<file path="src/rtl/mdq_pkg.sv">
// Shared types and constants for the motion debounce qualifier.
// No dependencies; imported by mdq_motion_detect and motion_debounce_qualifier.
package mdq_pkg;

    // Field and register widths
    localparam int SAMPLE_WIDTH_DEF = 17;
    localparam int Z_THR_W          = 16;
    localparam int CHG_THR_W        = 17;
    localparam int DBT_W            = 8;
    localparam int COUNT_W          = DBT_W + 1;
    localparam int CFG_DATA_W       = 17;
    localparam int CFG_INDEX_W      = 2;

    // Configuration register indexes
    localparam logic [CFG_INDEX_W-1:0] REG_Z_THRESHOLD        = 2'd0;
    localparam logic [CFG_INDEX_W-1:0] REG_CHANGE_THRESHOLD   = 2'd1;
    localparam logic [CFG_INDEX_W-1:0] REG_DEBOUNCE_THRESHOLD = 2'd2;

    // Register reset values (0.20 m/s^2, 0.05 m/s^2 in 1/256 units; 30 samples)
    localparam logic [Z_THR_W-1:0]   Z_THRESHOLD_RST        = 16'd51;
    localparam logic [CHG_THR_W-1:0] CHANGE_THRESHOLD_RST   = 17'd13;
    localparam logic [DBT_W-1:0]     DEBOUNCE_THRESHOLD_RST = 8'd30;

    // Per-sample classification handed from the detector to the counter logic
    typedef struct packed {
        logic motion;
        logic fault;
    } detect_t;

endpackage

</file>
<file path="src/rtl/mdq_motion_detect.sv">
// Motion classifier: magnitude compares of one sample against thresholds
// and the previous sample. Depends on mdq_pkg.
module mdq_motion_detect #(
    parameter int SAMPLE_WIDTH = mdq_pkg::SAMPLE_WIDTH_DEF
) (
    input  logic signed [SAMPLE_WIDTH-1:0]     accel_x,
    input  logic signed [SAMPLE_WIDTH-1:0]     accel_y,
    input  logic signed [SAMPLE_WIDTH-1:0]     accel_z,
    input  logic signed [SAMPLE_WIDTH-1:0]     previous_x,
    input  logic signed [SAMPLE_WIDTH-1:0]     previous_y,
    input  logic signed [SAMPLE_WIDTH-1:0]     previous_z,
    input  logic [mdq_pkg::Z_THR_W-1:0]        z_threshold,
    input  logic [mdq_pkg::CHG_THR_W-1:0]      change_threshold,
    output mdq_pkg::detect_t                   detect
);
    import mdq_pkg::*;

    localparam int DIFF_W = SAMPLE_WIDTH + 1;
    localparam int CMP_W  = (DIFF_W > CHG_THR_W) ? DIFF_W : CHG_THR_W;

    // Absolute difference of two signed samples, one guard bit wide
    function automatic logic [DIFF_W-1:0] abs_diff(
        input logic [SAMPLE_WIDTH-1:0] a,
        input logic [SAMPLE_WIDTH-1:0] b
    );
        logic [DIFF_W-1:0] d;
        d = {a[SAMPLE_WIDTH-1], a} - {b[SAMPLE_WIDTH-1], b};
        return d[DIFF_W-1] ? (~d + 1'b1) : d;
    endfunction

    logic [SAMPLE_WIDTH-1:0] z_mag;
    logic [DIFF_W-1:0]       dx_mag;
    logic [DIFF_W-1:0]       dy_mag;
    logic [DIFF_W-1:0]       dz_mag;
    logic                    z_hit;
    logic                    chg_hit;
    logic                    all_zero;

    assign z_mag  = accel_z[SAMPLE_WIDTH-1] ? (~accel_z + 1'b1) : accel_z;
    assign dx_mag = abs_diff(accel_x, previous_x);
    assign dy_mag = abs_diff(accel_y, previous_y);
    assign dz_mag = abs_diff(accel_z, previous_z);

    assign z_hit   = CMP_W'(z_mag) >= CMP_W'(z_threshold);
    assign chg_hit = (CMP_W'(dx_mag) >= CMP_W'(change_threshold))
                  || (CMP_W'(dy_mag) >= CMP_W'(change_threshold))
                  || (CMP_W'(dz_mag) >= CMP_W'(change_threshold));

    assign all_zero = (accel_x == '0) && (accel_y == '0) && (accel_z == '0);

    // An all-zero sample is a sensor fault and never counts as motion
    assign detect.fault  = all_zero;
    assign detect.motion = !all_zero && (z_hit || chg_hit);

endmodule

</file>
<file path="src/rtl/motion_debounce_qualifier.sv">
// Top level of the motion debounce qualifier: config registers, debounce
// counter, previous-sample state and result register. Depends on mdq_pkg, mdq_motion_detect.
//
// Usage:
//   Input channel (s_valid/s_ready) carries one signed three-axis sample per
//   transaction. Result channel (m_valid/m_ready) returns exactly one result per
//   sample: active (counter before the update was at or above the debounce
//   threshold), motion_seen, and sensor_fault (all three axes zero; state held).
//   Latency: the result is valid on the cycle after the sample is accepted.
//   Throughput: one sample per cycle while the receiver keeps m_ready high; the
//   classifier, counter update and result register form a single registered stage.
//   Stall: when the receiver holds m_ready low, the result register holds its
//   transaction and s_ready drops; a new sample is taken in the same cycle the
//   pending result is taken.
//   Reset (aresetn low, synchronous): counter and previous samples clear to
//   zero, thresholds return to 51, 13 and 30, and the result register empties.
//   Configuration: cfg_we writes cfg_wdata to the register at cfg_index
//   (0 z threshold, 1 change threshold, 2 debounce threshold);
//   write only while no sample is in flight. Other indexes are ignored.
module motion_debounce_qualifier #(
    parameter int SAMPLE_WIDTH = mdq_pkg::SAMPLE_WIDTH_DEF
) (
    input  logic                                 aclk,
    input  logic                                 aresetn,
    // configuration
    input  logic                                 cfg_we,
    input  logic [mdq_pkg::CFG_INDEX_W-1:0]      cfg_index,
    input  logic [mdq_pkg::CFG_DATA_W-1:0]       cfg_wdata,
    // sample input
    input  logic                                 s_valid,
    output logic                                 s_ready,
    input  logic signed [SAMPLE_WIDTH-1:0]       s_accel_x,
    input  logic signed [SAMPLE_WIDTH-1:0]       s_accel_y,
    input  logic signed [SAMPLE_WIDTH-1:0]       s_accel_z,
    // result output
    output logic                                 m_valid,
    input  logic                                 m_ready,
    output logic                                 m_active,
    output logic                                 m_motion_seen,
    output logic                                 m_sensor_fault
);
    import mdq_pkg::*;

    logic [Z_THR_W-1:0]             z_thr_reg;
    logic [CHG_THR_W-1:0]           chg_thr_reg;
    logic [DBT_W-1:0]               dbt_reg;
    logic [COUNT_W-1:0]             count_reg;
    logic [COUNT_W-1:0]             count_next;
    logic signed [SAMPLE_WIDTH-1:0] prev_x_reg;
    logic signed [SAMPLE_WIDTH-1:0] prev_y_reg;
    logic signed [SAMPLE_WIDTH-1:0] prev_z_reg;
    logic                           m_valid_reg;
    logic                           m_valid_next;
    logic                           active_reg;
    logic                           motion_reg;
    logic                           fault_reg;
    logic                           s_fire;
    logic                           active_now;
    detect_t                        det;

    mdq_motion_detect #(
        .SAMPLE_WIDTH (SAMPLE_WIDTH)
    ) u_detect (
        .accel_x          (s_accel_x),
        .accel_y          (s_accel_y),
        .accel_z          (s_accel_z),
        .previous_x       (prev_x_reg),
        .previous_y       (prev_y_reg),
        .previous_z       (prev_z_reg),
        .z_threshold      (z_thr_reg),
        .change_threshold (chg_thr_reg),
        .detect           (det)
    );

    assign s_ready    = !m_valid_reg || m_ready;
    assign s_fire     = s_valid && s_ready;
    assign active_now = count_reg >= {1'b0, dbt_reg};

    // Integrating counter: rise on motion up to threshold + 1, fall by one to a floor of zero
    always_comb begin
        count_next = count_reg;
        if (s_fire && !det.fault) begin
            if (det.motion) begin
                if (count_reg <= {1'b0, dbt_reg}) begin
                    count_next = count_reg + 1'b1;
                end
            end else if (count_reg != '0) begin
                count_next = count_reg - 1'b1;
            end
        end
    end

    always_comb begin
        m_valid_next = m_valid_reg;
        if (s_fire) begin
            m_valid_next = 1'b1;
        end else if (m_ready) begin
            m_valid_next = 1'b0;
        end
    end

    always_ff @(posedge aclk) begin
        if (!aresetn) begin
            z_thr_reg   <= Z_THRESHOLD_RST;
            chg_thr_reg <= CHANGE_THRESHOLD_RST;
            dbt_reg     <= DEBOUNCE_THRESHOLD_RST;
        end else if (cfg_we) begin
            unique case (cfg_index)
                REG_Z_THRESHOLD:        z_thr_reg   <= cfg_wdata[Z_THR_W-1:0];
                REG_CHANGE_THRESHOLD:   chg_thr_reg <= cfg_wdata[CHG_THR_W-1:0];
                REG_DEBOUNCE_THRESHOLD: dbt_reg     <= cfg_wdata[DBT_W-1:0];
                default: ;
            endcase
        end
    end

    always_ff @(posedge aclk) begin
        if (!aresetn) begin
            count_reg   <= '0;
            prev_x_reg  <= '0;
            prev_y_reg  <= '0;
            prev_z_reg  <= '0;
            m_valid_reg <= 1'b0;
        end else begin
            count_reg   <= count_next;
            m_valid_reg <= m_valid_next;
            // hold the previous sample across a faulted transaction
            if (s_fire && !det.fault) begin
                prev_x_reg <= s_accel_x;
                prev_y_reg <= s_accel_y;
                prev_z_reg <= s_accel_z;
            end
        end
    end

    always_ff @(posedge aclk) begin
        if (s_fire) begin
            active_reg <= active_now;
            motion_reg <= det.motion;
            fault_reg  <= det.fault;
        end
    end

    assign m_valid        = m_valid_reg;
    assign m_active       = active_reg;
    assign m_motion_seen  = motion_reg;
    assign m_sensor_fault = fault_reg;

`ifndef SYNTHESIS
    a_count_step: assert property (@(posedge aclk) disable iff (!aresetn)
        $past(aresetn) && (count_reg != $past(count_reg)) |->
            (count_reg == $past(count_reg) + 1'b1)
         || (count_reg == $past(count_reg) - 1'b1))
        else $error("debounce counter moved by more than one");

    a_fault_no_motion: assert property (@(posedge aclk) disable iff (!aresetn)
        m_valid && m_sensor_fault |-> !m_motion_seen)
        else $error("faulted result reports motion");

    a_fault_holds_state: assert property (@(posedge aclk) disable iff (!aresetn)
        s_fire && det.fault |=> $stable(count_reg) && $stable(prev_x_reg)
            && $stable(prev_y_reg) && $stable(prev_z_reg))
        else $error("state changed on a faulted sample");

    a_result_loaded: assert property (@(posedge aclk) disable iff (!aresetn)
        s_fire |=> m_valid && (m_active == $past(active_now)))
        else $error("result register missed an accepted sample");
`endif

endmodule
</file>
<file path="config.mk">
export PLATFORM = sky130hd
export DESIGN_NAME = motion_debounce_qualifier
export DESIGN_NICKNAME = d
export VERILOG_FILES = /design/src/rtl/mdq_pkg.sv /design/src/rtl/mdq_motion_detect.sv /design/src/rtl/motion_debounce_qualifier.sv
export SDC_FILE = /design/constraint.sdc
export NUM_CORES = 1
export LEC_CHECK = 0
export BUFFER_PORTS_ARGS = -buffer_cell sky130_fd_sc_hd__buf_2
export CAP_MARGIN = 15
export CORE_MARGIN = 2
export CORE_UTILIZATION = 36
export CTS_BUF_LIST = sky130_fd_sc_hd__clkbuf_4 sky130_fd_sc_hd__clkbuf_8
export DETAILED_ROUTE_END_ITERATION = 6
export GPL_TIMING_DRIVEN = 0
export HOLD_SLACK_MARGIN = 0.12
export PLACE_DENSITY = 0.64
export SYNTH_ARGS = -nofsm -noshare
export SYNTH_HDL_FRONTEND = slang
export SYNTH_SLANG_ARGS = --single-unit
</file>
<file path="constraint.sdc">
create_clock -name aclk -period 25.6 [get_ports aclk]
set_clock_uncertainty 0.15 [all_clocks]
set_input_delay 5.12 -clock aclk [delete_from_list [all_inputs] [get_ports aclk]]
set_output_delay 5.12 -clock aclk [all_outputs]
set_load 0.03 [all_outputs]
</file>
Word level (Yosys, flattened, before mapping)
Index checks and enable logic that the tools add are counted.
{ "classes": {"bitwise": 4, "n_addsub": 9, "n_eq_ne": 3, "mux": 9, "order_cmp": 6, "n_reduce_logical": 22} }
{ "ops": {"columns": ["op", "count"], "rows": [
  ["$add 18x1->18 const B", 3],
  ["$ge 18x17->1", 3],
  ["$mux 18", 3],
  ["$not 18->18", 3],
  ["$sub 17x17->18", 3],
  ["$logic_not 17->1", 3],
  ["$mux 9", 3],
  ["$add 17x1->17 const B", 1],
  ["$ge 17x16->1", 1],
  ["$mux 17", 1],
  ["$not 17->17", 1],
  ["$add 9x1->9 const B", 1],
  ["$ge 9x8->1", 1],
  ["$le 9x8->1", 1],
  ["$reduce_bool 9->1", 1],
  ["$sub 9x1->9 const B", 1],
  ["$reduce_and 2->1", 3],
  ["$logic_and 1x1->1", 5],
  ["$logic_or 1x1->1", 4],
  ["$reduce_bool 2->1", 2],
  ["$reduce_and 3->1", 1],
  ["$eq 2x1->1 const B", 1],
  ["$eq 2x2->1 const B", 1],
  ["$logic_not 1->1", 2],
  ["other kinds (3)", 4]
]} }
{ "totals": {"input_bits": 75, "regBits": 105} }

Longest topological paths before layout
Gate-level depths: netlist (run 1).
{ "depth": {"ltp_word": 11, "ltp_mapped": 35, "depth_no_buf": 35} }

Hierarchy
A second synthesis (run 1) with hierarchy kept.
{ "unflattened": {"cells_unflattened": 1340, "area_unflattened_um2": 9967.1} }
{ "modules_own_cells": {"columns": ["mod", "cells_each", "area_per_inst_um2", "instances", "seq_area_each_um2"], "rows": [
  ["mdq_motion_detect", 809, 5675.4, 1, 0.0],
  ["motion_debounce_qualifier", 531, 4291.6, 1, 2132.0]
]} }

Worst setup path after synthesis (run 1)
No wires, ideal clock.
{ "synth_path": {"path_type": "input to register", "from": "input s_accel_y[0]", "to": "register count_reg[8]", "required_time_ns": 25.332, "slack_ns": 13.798, "setup_ns": 0.118, "path_stages": 34, "n_path_buf": 0, "t_arrival_ns": 11.534, "path_cell_list": "inv_1 > ha_1 > fa_1 > nand2b_1 > nand2b_1 > a311o_1 > xor2_1 > or3b_1 > nand2b_1 > or3b_1 > o41ai_1 > xnor2_1 > ha_1 > nor4_1 > o21ai_0 > a41oi_1 > o31a_1 > nand4b_1 > a2111oi_0 > o41ai_2 > a211oi_4 > or2_2 > inv_1 > fa_1 > nor2b_1 > o21ai_0 > a21boi_0 > o21ai_0 > a21oi_1 > o21a_1 > nor2_1 > and2_1 > mux2_1 > mux2i_1"} }
{ "synth_rtl": {"columns": ["element", "line", "text"], "rows": [
  ["start, declared", "motion_debounce_qualifier.sv:33", "input logic signed [SAMPLE_WIDTH-1:0] s_accel_y,"],
  ["end signal, assigned", "motion_debounce_qualifier.sv:125", "count_reg <= count_next;"],
  ["end, declared", "motion_debounce_qualifier.sv:47", "logic [COUNT_W-1:0] count_reg;"]
]} }

==> impl.org, run 1 <==
** Run status
- Status :: complete, no violations

** STA
- Measured against its own limit, the worst slew margin works out to 0.317.
- Final setup fails :: 0
- Total count of max-transition violations in the final report :: 0
- The worst path in the final design needs a cycle of 13.16 ns, including I/O delays and setup.
- RSZ-0062 raised after global routing :: no
- Final number of hold-violating endpoints :: 0
- Upper clock frequency limit :: 0.0760 GHz
- Tightest Pin Transition :: 1.02 ns
- For the final routed database, the setup TNS stands at 0 ns.
- In the finished design, the share of the clock period the worst path needs comes to 0.514.

** Routing
- The final layout contains routed wiring with a total length of 27900 um.
- Number of antenna-violating nets in the routed design :: 0
- For this block, the via count after detailed routing is 9609.
- The detailed router finished its first iteration with 587 violations.
- After detailed routing, the number of remaining DRC violations is 0.
- Avg Vias per Cell :: 5.23
- Before antenna repair, the detailed router went through 5 iterations.
- Drt wl/cell :: 15.2 um

** Pwr
- Summed over all cells, the static leakage comes to 0.00466 uW.
- Across the VDD grid, the largest voltage drop is 28.8 uV.
- Power spread over the standard cell area amounts to 48.3 nW/um^2.

** Cells and area
- The area growth from synthesis to layout is 10.4%.
- The number of antenna diodes in the final layout is 0.
- In the final layout, the share of cells above drive strength 1 is 0.0833.
- Fin nets :: 1663
- For this run, the share of the core covered by cells in the final layout is 0.402.

** Yosys
- Post-synthesis register bit count :: 105
- Post-synth cell types :: 86
- Most used DFF post-synth :: dfxtp_1
- Top cells by area, synth :: dfxtp_1, ha_1, nand2_1
- Yosys instantiated no cell more often than nand2_1.
- Syn_nets :: 1574
- dfxtp_1 takes more of the synthesized area than any other cell.
- In the synthesized netlist, the number of instances is 1358.
- Post-synth top area share :: 0.196
- The synthesized netlist occupies a cell area of 10400 um^2.
- Warning count from the yosys run :: 0
- After synthesis, the mean cell area works out to 7.66 um^2.
- In this run, synthesis inferred 3 flip-flops with an integrated enable.
- Synth top cells by count :: nand2_1, ha_1, inv_1
- Share of synthesized area occupied by flip-flops and latches :: 0.205
- FFs w/ async S/R, synth :: 0

** Min path
- The startpoint identified for the worst hold timing path is prev_x_reg[9].
- Hold path endpoint :: prev_x_reg[9]
- Min-Delay Path Depth :: 2
- In this run the worst hold path is classified as reg2reg.

** Worst setup path
- Crit path buf inv count :: 3
- CP Max Fanout :: 8
- The largest single stage delay on the critical path is 0.61 ns.
- Critical R2R Capture :: count_reg[8]
- CP Depth :: 35
- The worst setup path is launched from an input pin.
- Worst-path cell with the longest stage delay :: a2111oi_0
- The critical path is of the in2reg type.
- Worst reg2reg setup slack :: 16.96 ns
- Number of cells traversed by the worst register-to-register path :: 33
- The worst register-to-register path begins at prev_y_reg[0].
- Arrival time reported for the critical path endpoint :: 13.34 ns
- The worst setup path is captured at a flip-flop.
- Required arrival time at the worst endpoint :: 25.78 ns
- In this design, the largest share of critical-path delay is due to compound AO/OA/AOI/OAI gates.

** Flow run
- Max-cap violations in this run came to 0.

** GRT
- For this run, the total global-route usage over all layers was measured as 0.187.
- The global routing stage identified its most utilized layer as met2.
- For this run, global-route usage on met3 was measured as 0.0238.
- For this run the aggregate overflow at the end of global routing stands at 0.
- For this run, global-route usage on met1 was measured as 0.251.
- Pin count of the biggest net entering global routing :: 23
- Number of antenna violations at the first check in global routing :: 0
- In the global route stage, met2 resource usage came out at 0.310.
- The first global-routing pass estimated 45900 um of wire.
- Vias in the first global route :: 8987

** Placed design
- The congestion estimate from routability-driven global placement came to 0.882.
- The wire-length estimate of the detail-placed layout is 22900 um.
- The count of buffers added on input and output ports is 78.

** Clock tree
- Clock H-tree levels :: 3
- Number of hold-repair buffers added at the cts stage :: 0
- TritonCTS built the clock tree.
- Post-CTS setup buffers :: 0
- The number of gates resized after CTS was 0.
- In this run, CTS created clock tree buffers numbering 9.
- Root buffer cell :: clkbuf_8
- In this run the deepest clock path goes through 2 buffers.
- The clock drives 105 sinks.
- Later-pin clock latency in the skew report :: 0.43 ns
- Clock-pin slew was measured on the worst setup and hold paths at 0.13 ns.

** Die
- The die is 174 um tall.
- The die covers 30300 um^2.
- Number of core rows :: 62
- I/O pin total :: 80
- The core region is 28500 um^2.
- Die extent in x :: 174 um
- Initial cell density of the core :: 0.364
## worst max-delay path by stage
stage / from / end / slack [ns]
finish: s_accel_y[0] / count_reg[8] / 12.44
global route: s_accel_x[0] / count_reg[8] / 11.94
CTS: s_accel_y[0] / count_reg[8] / 12.54
detailed placement: s_accel_y[0] / count_reg[8] / 12.13
global placement: s_accel_y[0] / count_reg[8] / 12.13
floorplan: s_accel_y[0] / count_reg[8] / 13.80
## layer usage
metal | vias to the layer above | wire length (um)
li1 | 4951 | -
met1 | 4453 | 13400
met2 | 168 | 12700
met3 | 37 | 940
met4 | 0 | 794
met5 | - | 0
## placed cells by master, fill, tap and decap left out, types with 14 or more instances in the layout
cell type  instances
nand2_1          245
ha_1             137
inv_1            125
dfxtp_1          102
buf_2             80
a21boi_0          79
a21oi_1           74
xnor2_1           68
o21ai_0           53
nor2_1            46
clkbuf_1          38
xor2_1            31
a21o_1            26
nand2b_1          20
nand3_1           20
nor2b_1           20
nor3_1            17
nor4_1            17
o211ai_1          16
o31ai_1           16
mux2i_1           15
o21a_1            14
nand4_1           14
## cell families (layout without fill, tap and decap cells)
family | count (synthesis) | after routing | share of synthesized area
compound gates | 357 | 357 | 0.240
xor+xnor | 99 | 99 | 0.0834
fa+ha+maj | 141 | 141 | 0.173
buf+inv | 168 | 262 | 0.0620
flops | 105 | 105 | 0.205
mux | 18 | 18 | 0.0188
simple gates | 470 | 470 | 0.218
## through the flow
stage                     power, uW  area [um^2]  instances  hold slack, ns  setup slack (ns)
after floorplan                 378        10400       1358           0.293             13.80
after detailed placement        442        11300       1820           0.307             12.13
after global routing            600        11500       1836           0.340             11.94
after CTS                       558        11500       1836           0.324             12.54
final                           555        11500       1836           0.318             12.44
after global placement          434        11300       1820           0.301             12.13
## layout make-up
class	instances	area (um^2)
Buffer	43	175
Sequential cell	105	2130
Inverter	125	469
Multi-Input combinational cell	1085	7620
Clock buffer	9	124
Clock inverter	7	88.8
Fill cell	3064	17100
Tap cell	384	480
Timing Repair Buffer	78	390
## power by group
part	internal [uW]	total (uW)	switching, uW	leakage [uW]
Sequential	173	178	4.94	0.000862
Clock	40.2	114	73.7	0.000107
Combinational	111	263	152	0.00369
## worst min-delay path, stage by stage (launching register included)
cell and delay [ns]:
dfxtp_1 0.32, nand2_1 0.04, a21boi_0 0.06
(Power assumes the default switching activity.)
==> inputs of run 2 (changes only) <==
Settings changed: PLACE_DENSITY 0.64 to 0.66.
Clock period 25.6 ns to 11.1 ns, I/O delays scaled along.
==> run 2 against run 1 <==
- power increased by 130%
- routed wire length increased by 0.62%
- final cell count is essentially flat
- critical path type unchanged
- largest cell class unchanged
==> impl.org, run 2 (synthesized netlist as in run 1, its figures left out) <==
** Run status
- Status :: complete, no violations (unchanged)

** Worst setup path
- Arrival time reported for the critical path endpoint :: 10.57 ns (was 13.34 ns)
- The slowest library cell on the worst path is a2111oi_0 (unchanged).
- The element type at the critical path end was a flip-flop (unchanged).
- The type of element launching the critical path is an input pin (unchanged).
- The startpoint-to-endpoint class of the critical path was in2reg (unchanged).
- The critical path's largest stage delay is 0.58 ns (was 0.61 ns).
- The largest fanout on the critical path came to 8 (unchanged).
- Required arrival time at the worst endpoint :: 11.28 ns (was 25.78 ns)

** Die
- I/O pin total :: 80 (unchanged)
- The core region area was 28500 um^2 (unchanged).
- Chip Height :: 174 um (unchanged)
- The site row count is 62 (unchanged).
- Die extent in x :: 174 um (unchanged)
- The die footprint is 30300 um^2 (unchanged).
- The starting utilization of the core area is 0.364 (unchanged).

** Routing
- 1st-iter DRT viols :: 644 (was 587)
- Number of antenna-violating nets in the routed design :: 0 (unchanged)
- Drt wl/cell :: 15.3 um (was 15.2 um)
- The total via count after detailed routing is 9750 (was 9609).
- The first-pass iteration count of the detailed router came to 7 (was 5).
- Post-route DRC :: 0 (unchanged)
- The overall routed net length was 28000 um (was 27900 um).
- Avg Vias per Cell :: 5.31 (was 5.23)

** STA
- RSZ-0062 raised after global routing :: no (unchanged)
- The final sum of negative setup slack was 0 ns (unchanged).
- Tightest Pin Transition :: 1.00 ns (was 1.02 ns)
- Upper clock frequency limit :: 0.0963 GHz
- Dividing the final minimum period by the clock period gives 0.936.
- The relative slew slack was 0.325 (was 0.317).
- The final number of hold-violating endpoints was 0 (unchanged).
- The final count of negative-setup-slack endpoints was 0 (unchanged).
- Total count of max-transition violations in the final report :: 0 (unchanged)
- The clock period could shrink to 10.39 ns.

** Cells and area
- Post-route cell area :: 11500 um^2 (about the same)
- Commonest cells after routing, fill and taps aside :: nand2_1, ha_1, inv_1, dfxtp_1, buf_2 (unchanged)
- The area of combinational cells with multiple inputs came to 7620 um^2 (unchanged).
- Sequential cell area in the final layout :: 2130 um^2 (unchanged)
- Fin nets :: 1663 (unchanged)
- The leading cell type in the layout, fill and taps excluded was nand2_1 (unchanged).
- Ratio of cells with drive above 1 in the final layout :: 0.0833 (unchanged)
- The total of fill cells in the finished design was 3042 (was 3064).
- Count of placed standard cells in the final layout, fillers left out :: 1837 (was 1836)
- The relative area change from synthesis to final layout is 10.4% (about the same).

** Pwr
- The clock network fraction of total power was 0.202 (was 0.205).
- The leakage power is 0.00466 uW (about the same).
- The total net switching power is 526 uW (was 231 uW).
- The total power per unit cell area was 111 nW/um^2 (was 48.3 nW/um^2).
- Total internal power :: 748 uW (was 324 uW)
- Net switching fraction of the power :: 0.413 (was 0.416)
- The power share of the sequential group came to 0.321 (was 0.320).
- The fraction of power consumed by combinational cells came to 0.477 (was 0.474).
- The maximum ir drop on the vdd rail came to 65.0 uV (was 28.8 uV).

** GRT
- Pin count of the biggest net entering global routing :: 21 (was 23)
- The total congestion overflow after global routing came to 0 (unchanged).
- Combined global-route utilization of all metal layers :: 0.186 (was 0.187)
- The number of global-route vias before repair was 9198 (was 8987).
- Number of antenna violations at the first check in global routing :: 2 (was 0)
- Global-route wire length before repair :: 46000 um (was 45900 um)

** Clock tree
- Later-pin clock latency in the skew report :: 0.42 ns (was 0.43 ns)
- The post-CTS setup buffer count was 0 (unchanged).
- Clock H-tree levels :: 3 (unchanged)
- Root buffer cell :: clkbuf_8 (unchanged)
- The TritonCTS clock tree is yes (unchanged).
- CTS sink cnt :: 105 (unchanged)
- Buffers from clock root to sink, at most :: 2 (unchanged)
- TritonCTS buffer count :: 9 (unchanged)
- The clock input transition at the sequential cells of the worst setup and hold paths is 0.11 ns (was 0.13 ns).
- Number of hold-repair buffers added at the cts stage :: 0 (unchanged)
- The number of gates resized after cts came to 0 (unchanged).

** Placed design
- HPWL after detailed placement :: 23000 um (was 22900 um)
- The total of buffers placed on input and output ports is 78 (unchanged).
- The number of cells after detailed placement is 1820 (unchanged).
- Area after DPL :: 11300 um^2 (unchanged)
- Routability cong. :: 0.880 (was 0.882)

** Flow run
- The total of max-cap violations came to 0 (unchanged).

** Min path
- Type of the worst min-delay path :: reg2reg (unchanged)
## run 2: cell count changes in the layout (fill, tap and decap cells not counted), sizes merged
cell,before,now
clkbuf,47,48
clkinvlp,0,1
diode,0,1
clkinv,3,1
## run 2: per-stage QoR
stage          total power, uW  utilization  hold slack (ns)  worst slack (ns)
4_1_cts                   1280        0.402            0.321             0.811
6_report                  1270        0.402            0.317             0.713
5_1_grt                   1380        0.402            0.338             0.281
3_5_place_dp              1020        0.395            0.307             0.451
3_3_place_gp              1000        0.395            0.301             0.505
2_1_floorplan              872            -            0.293              2.20
## run 2: cell type report
class,instances,share of cell area
antenna,1,0.000218
clock inverter,6,0.00578
buffer,43,0.0153
timing repair buffer,78,0.0340
clock buffer,10,0.0120
sequential,105,0.186
inverter,125,0.0409
multi-input combinational,1085,0.664
tap,384,0.0419
## run 2: routing by layer
metal | vias up | GRT usage | routed length, um
li1 | 4964 | - | -
met1 | 4559 | 0.250 | 13300
met2 | 182 | 0.304 | 12700
met3 | 43 | 0.0267 | 1200
met4 | 2 | 0.0637 | 807
met5 | - | 0 | 13
## run 2: final timing paths
kind                                      end  depth (start not counted)     startpoint  slack [ns]
worst max-delay path             count_reg[8]                         35   s_accel_y[0]        0.71
worst min-delay path            prev_x_reg[3]                          2  prev_x_reg[3]        0.32
worst max register to register   count_reg[8]                         33  prev_y_reg[0]        2.36
worst min register to register  prev_x_reg[3]                          2  prev_x_reg[3]        0.32
## run 2: critical path: cells and delay by family
kind / cells / cell delay, ns
AO/OA/AOI/OAI: 13 / 3.39
XOR/XNOR: 2 / 0.31
adder cells (fa/ha/maj): 4 / 1.27
buffers and inverters: 3 / 0.25
multiplexers: 2 / 0.50
AND/OR/NAND/NOR: 11 / 2.62
## run 2: power groups by stage
stage          combinational, uW  sequential, uW  clock [uW]
2_1_floorplan                456             417           0
3_3_place_gp                 582             417           0
3_5_place_dp                 601             418           0
4_1_cts                      605             409         264
5_1_grt                      690             412         278
6_report                     607             409         258
==> inputs of run 3 (changes only) <==
Settings changed: ABC_AREA from default to 1, HOLD_SLACK_MARGIN 0.12 to default.
==> run 3 against run 2 <==
- register-to-register slack better by 2.6 ns
- synthesized cell count is 31% higher
- area after synthesis is 6.1% higher
- largest cell class unchanged
- highest routed layer is now met4
- largest power group unchanged
- via count is 13% higher
==> impl.org, run 3 <==
** Pwr
- Peak VDD IR :: 58.8 uV (was 65.0 uV)
- Power density normalized to cell area :: 128 nW/um^2 (was 111 nW/um^2)
- Leak Pwr :: 0.00637 uW (was 0.00466 uW)

** Worst setup path
- In this design, the critical path's most frequently occurring cell is nand2_1.
- Kind of start point of the critical path :: input pin (unchanged)
- The startpoint-to-endpoint class of the critical path is in2reg (unchanged).
- The element type at the critical path end is a flip-flop (unchanged).
- The data required time at the worst endpoint is 11.29 ns (was 11.28 ns).
- Launch point of the worst reg-to-reg path :: prev_z_reg[3] (was prev_y_reg[0])
- The critical path's largest stage delay is 0.44 ns (was 0.58 ns).
- The slowest library cell on the worst path was fa_1 (was a2111oi_0).
- Crit path from :: s_accel_z[0] (was s_accel_y[0])
- Arrival time reported for the critical path endpoint :: 7.94 ns (was 10.57 ns)
- CP Max Fanout :: 9 (was 8)

** Cells and area
- Post-route cell area :: 12100 um^2 (was 11500 um^2)
- Layout overhead on the synthesized area :: 9.86% (was 10.4%)
- Commonest cells after routing, fill and taps aside :: nand2_1, inv_1, nor2_1, a21oi_1, ha_1 (was nand2_1, ha_1, inv_1, dfxtp_1, buf_2)
- Area taken by multi-input logic gates :: 7530 um^2 (was 7620 um^2)
- Number of inserted diodes :: 0 (was 1)
- The layout cell share with drive strength beyond 1 is 0.0968 (was 0.0833).
- Core occupancy in the finished layout :: 0.399 (was 0.402)
- Most common cell after layout, fill and taps aside :: nand2_1 (unchanged)
- The total of fill cells in the finished design was 3298 (was 3042).
- The flip-flop and latch area was 2130 um^2 (unchanged).
- Fin nets :: 2081 (was 1663)

** GRT
- Pin count of the biggest net entering global routing :: 22 (was 21)
- The total congestion overflow after global routing was 0 (unchanged).
- The number of global-route vias before repair was 10200 (was 9198).
- Combined global-route utilization of all metal layers :: 0.194 (was 0.186)
- Global-route wire length before repair :: 49400 um (was 46000 um)
- Number of antenna violations at the first check in global routing :: 0 (was 2)

** Clock tree
- Root buffer cell :: clkbuf_8 (unchanged)
- Post-CTS setup buffers :: 0 (unchanged)
- Clock Pin Slew Worst Setup and Hold Paths :: 0.13 ns (was 0.11 ns)
- Number of hold-repair buffers added at the cts stage :: 0 (unchanged)
- The worst-case clock buffer depth came to 2 (unchanged).
- The clock sink count came to 105 (unchanged).
- Later-pin clock latency in the skew report :: 0.42 ns (about the same)
- The H-tree depth was 3 (unchanged).
- The number of gates resized after cts is 0 (unchanged).
- The number of CTS-inserted buffers is 9 (unchanged).
- The TritonCTS clock tree was yes (unchanged).

** Run status
- Status :: complete, no violations (unchanged)

** Yosys
- Syn_area_per_cell :: 6.21 um^2 (was 7.66 um^2)
- FFs w/ async S/R, synth :: 0 (unchanged)
- The gate count after technology mapping is 1776 (was 1358).
- Top cells by area, synth: dfxtp_1, ha_1, nand2_1 (unchanged).
- The number of storage elements in the synthesis netlist is 105 (unchanged).
- Synth top cells by count :: nand2_1, inv_1, nor2_1 (was nand2_1, ha_1, inv_1)
- Most frequent cell after synthesis :: nand2_1 (unchanged)
- Cell type with the largest total area after synthesis :: dfxtp_1 (unchanged)
- The post-synth net total came to 1992 (was 1574).
- The number of distinct library cells after synthesis is 48 (was 86).
- The fraction of the yosys area taken by sequential cells is 0.193 (was 0.205).
- Number of flops mapped to enable cells by yosys :: 3 (unchanged)
- Post-synth top area share :: 0.185 (was 0.196)
- Warning count from the yosys run :: 0 (unchanged)
- Area of the mapped netlist :: 11000 um^2 (was 10400 um^2)
- Most used DFF post-synth :: dfxtp_1 (unchanged)

** Routing
- The total via count after detailed routing is 11000 (was 9750).
- The overall routed net length came to 30200 um (was 28000 um).
- The mean number of vias per cell came to 4.87 (was 5.31).
- Number of antenna-violating nets in the routed design :: 0 (unchanged)
- TritonRoute pass-1 iters :: 5 (was 7)
- The post-route DRC violation count was 0 (unchanged).
- Drt wl/cell :: 13.3 um (was 15.3 um)
- 1st-iter DRT viols :: 550 (was 644)

** STA
- Tightest Pin Transition :: 0.947 ns (was 1.00 ns)
- Total negative slack for setup checks :: 0 ns (unchanged)
- Max-Slew Margin vs Limit :: 0.364 (was 0.325)
- Final number of hold-violating endpoints :: 0 (unchanged)
- The share of the cycle needed by the critical path after routing was 0.699 (was 0.936).
- RSZ-0062 raised after global routing: no (unchanged).
- Final setup fails :: 0 (unchanged)
- The peak clock frequency supported by timing was 0.129 GHz (was 0.0963 GHz).
- Total count of max-transition violations in the final report :: 0 (unchanged)
- Clock period minus worst slack :: 7.76 ns (was 10.39 ns)

** Min path
- The beginning of the worst hold path is prev_y_reg[13] (was prev_x_reg[3]).
- The class of the most critical hold timing path was reg2reg (unchanged).

** Die
- The core region area was 30300 um^2 (was 28500 um^2).
- Die extent in x :: 179 um (was 174 um)
- The die height came to 179 um (was 174 um).
- The starting utilization of the core area came to 0.363 (was 0.364).
- Area of the die :: 32000 um^2 (was 30300 um^2)
- Number of core rows :: 64 (was 62)
- I/O pin total :: 80 (unchanged)

** Placed design
- The total half-perimeter wirelength after legalization and detailed placement was 25000 um (was 23000 um).
- The total of buffers placed on input and output ports was 78 (unchanged).
- The final weighted congestion in routability-driven placement was 0.877 (was 0.880).
- The total placed instance area came to 11900 um^2 (was 11300 um^2).

** Flow run
- MaxCap Viol Count :: 0 (unchanged)
==> run 3: cell count changes in the layout (fill, tap and decap cells not counted), moves of 29 or more <==
cell	before	now
o21ai_0	53	112
nand2_1	245	445
a21boi_0	79	0
nor2_1	46	144
inv_1	125	319
nand3_1	20	95
nand2_2	0	29
xnor2_1	68	12
a21oi_1	74	142
==> run 3: area by class of cell <==
cell class | instances | area share
repair buffers | 78 | 0.0322
clock buffers | 9 | 0.0102
plain buffers | 30 | 0.0106
flip-flops and latches | 105 | 0.176
clock inverters | 7 | 0.00640
well taps | 396 | 0.0409
inverters | 328 | 0.102
multi-input cells | 1313 | 0.622
==> run 3: per-layer routing <==
layer	wire, um	up-vias	GRT usage	part of all wire
met5	0	-	0	0
met4	469	0	0.0440	0.016
met3	1280	25	0.0252	0.042
met2	13800	196	0.335	0.46
met1	14700	4952	0.255	0.49
li1	-	5862	-	-
==> run 3: cell families (layout without fill, tap and decap cells) <==
| group | count (synthesis) | after routing | share of synthesized area |
|---|---|---|---|
| and+or+nand+nor | 803 | 803 | 0.319 |
| buffers and inverters | 358 | 452 | 0.123 |
| AOI/OAI and AO/OA | 302 | 302 | 0.147 |
| adders and majority gates | 141 | 141 | 0.163 |
| DFF | 105 | 105 | 0.193 |
| xor gates and xnor gates | 67 | 67 | 0.0546 |
==> run 3: final timing paths <==
| path | endpoint | slack [ns] | cells past startpoint |
|---|---|---|---|
| worst max register to register | count_reg[8] | 4.91 | 45 |
| worst min-delay path | prev_y_reg[13] | 0.31 | 2 |
| worst max-delay path | count_reg[8] | 3.34 | 45 |
| worst min register to register | prev_y_reg[13] | 0.31 | 2 |
==> run 3: per-stage QoR <==
step / setup WS (ns) / hold WS (ns) / instances / total power [uW]
after CTS: 3.40 / 0.319 / 2266 / 1560
after global routing: 2.65 / 0.334 / 2266 / 1720
final: 3.34 / 0.313 / 2266 / 1560
after floorplan: 3.87 / 0.283 / 1776 / 1100
after detailed placement: 2.95 / 0.302 / 2250 / 1300
after global placement: 3.01 / 0.294 / 2250 / 1270
==> run 3: critical path: cells and delay by family <==
kind | cells | cell delay, ns
AO/OA/AOI/OAI | 8 | 1.27
buffers and inverters | 8 | 0.64
XOR/XNOR | 1 | 0.17
AND/OR/NAND/NOR | 24 | 2.46
adder cells (fa/ha/maj) | 4 | 1.15
==> run 3: where the power goes <==
group	switching, uW	internal [uW]
combinational	542	320
sequential	18.9	412
clock	173	90.4
total	734	822
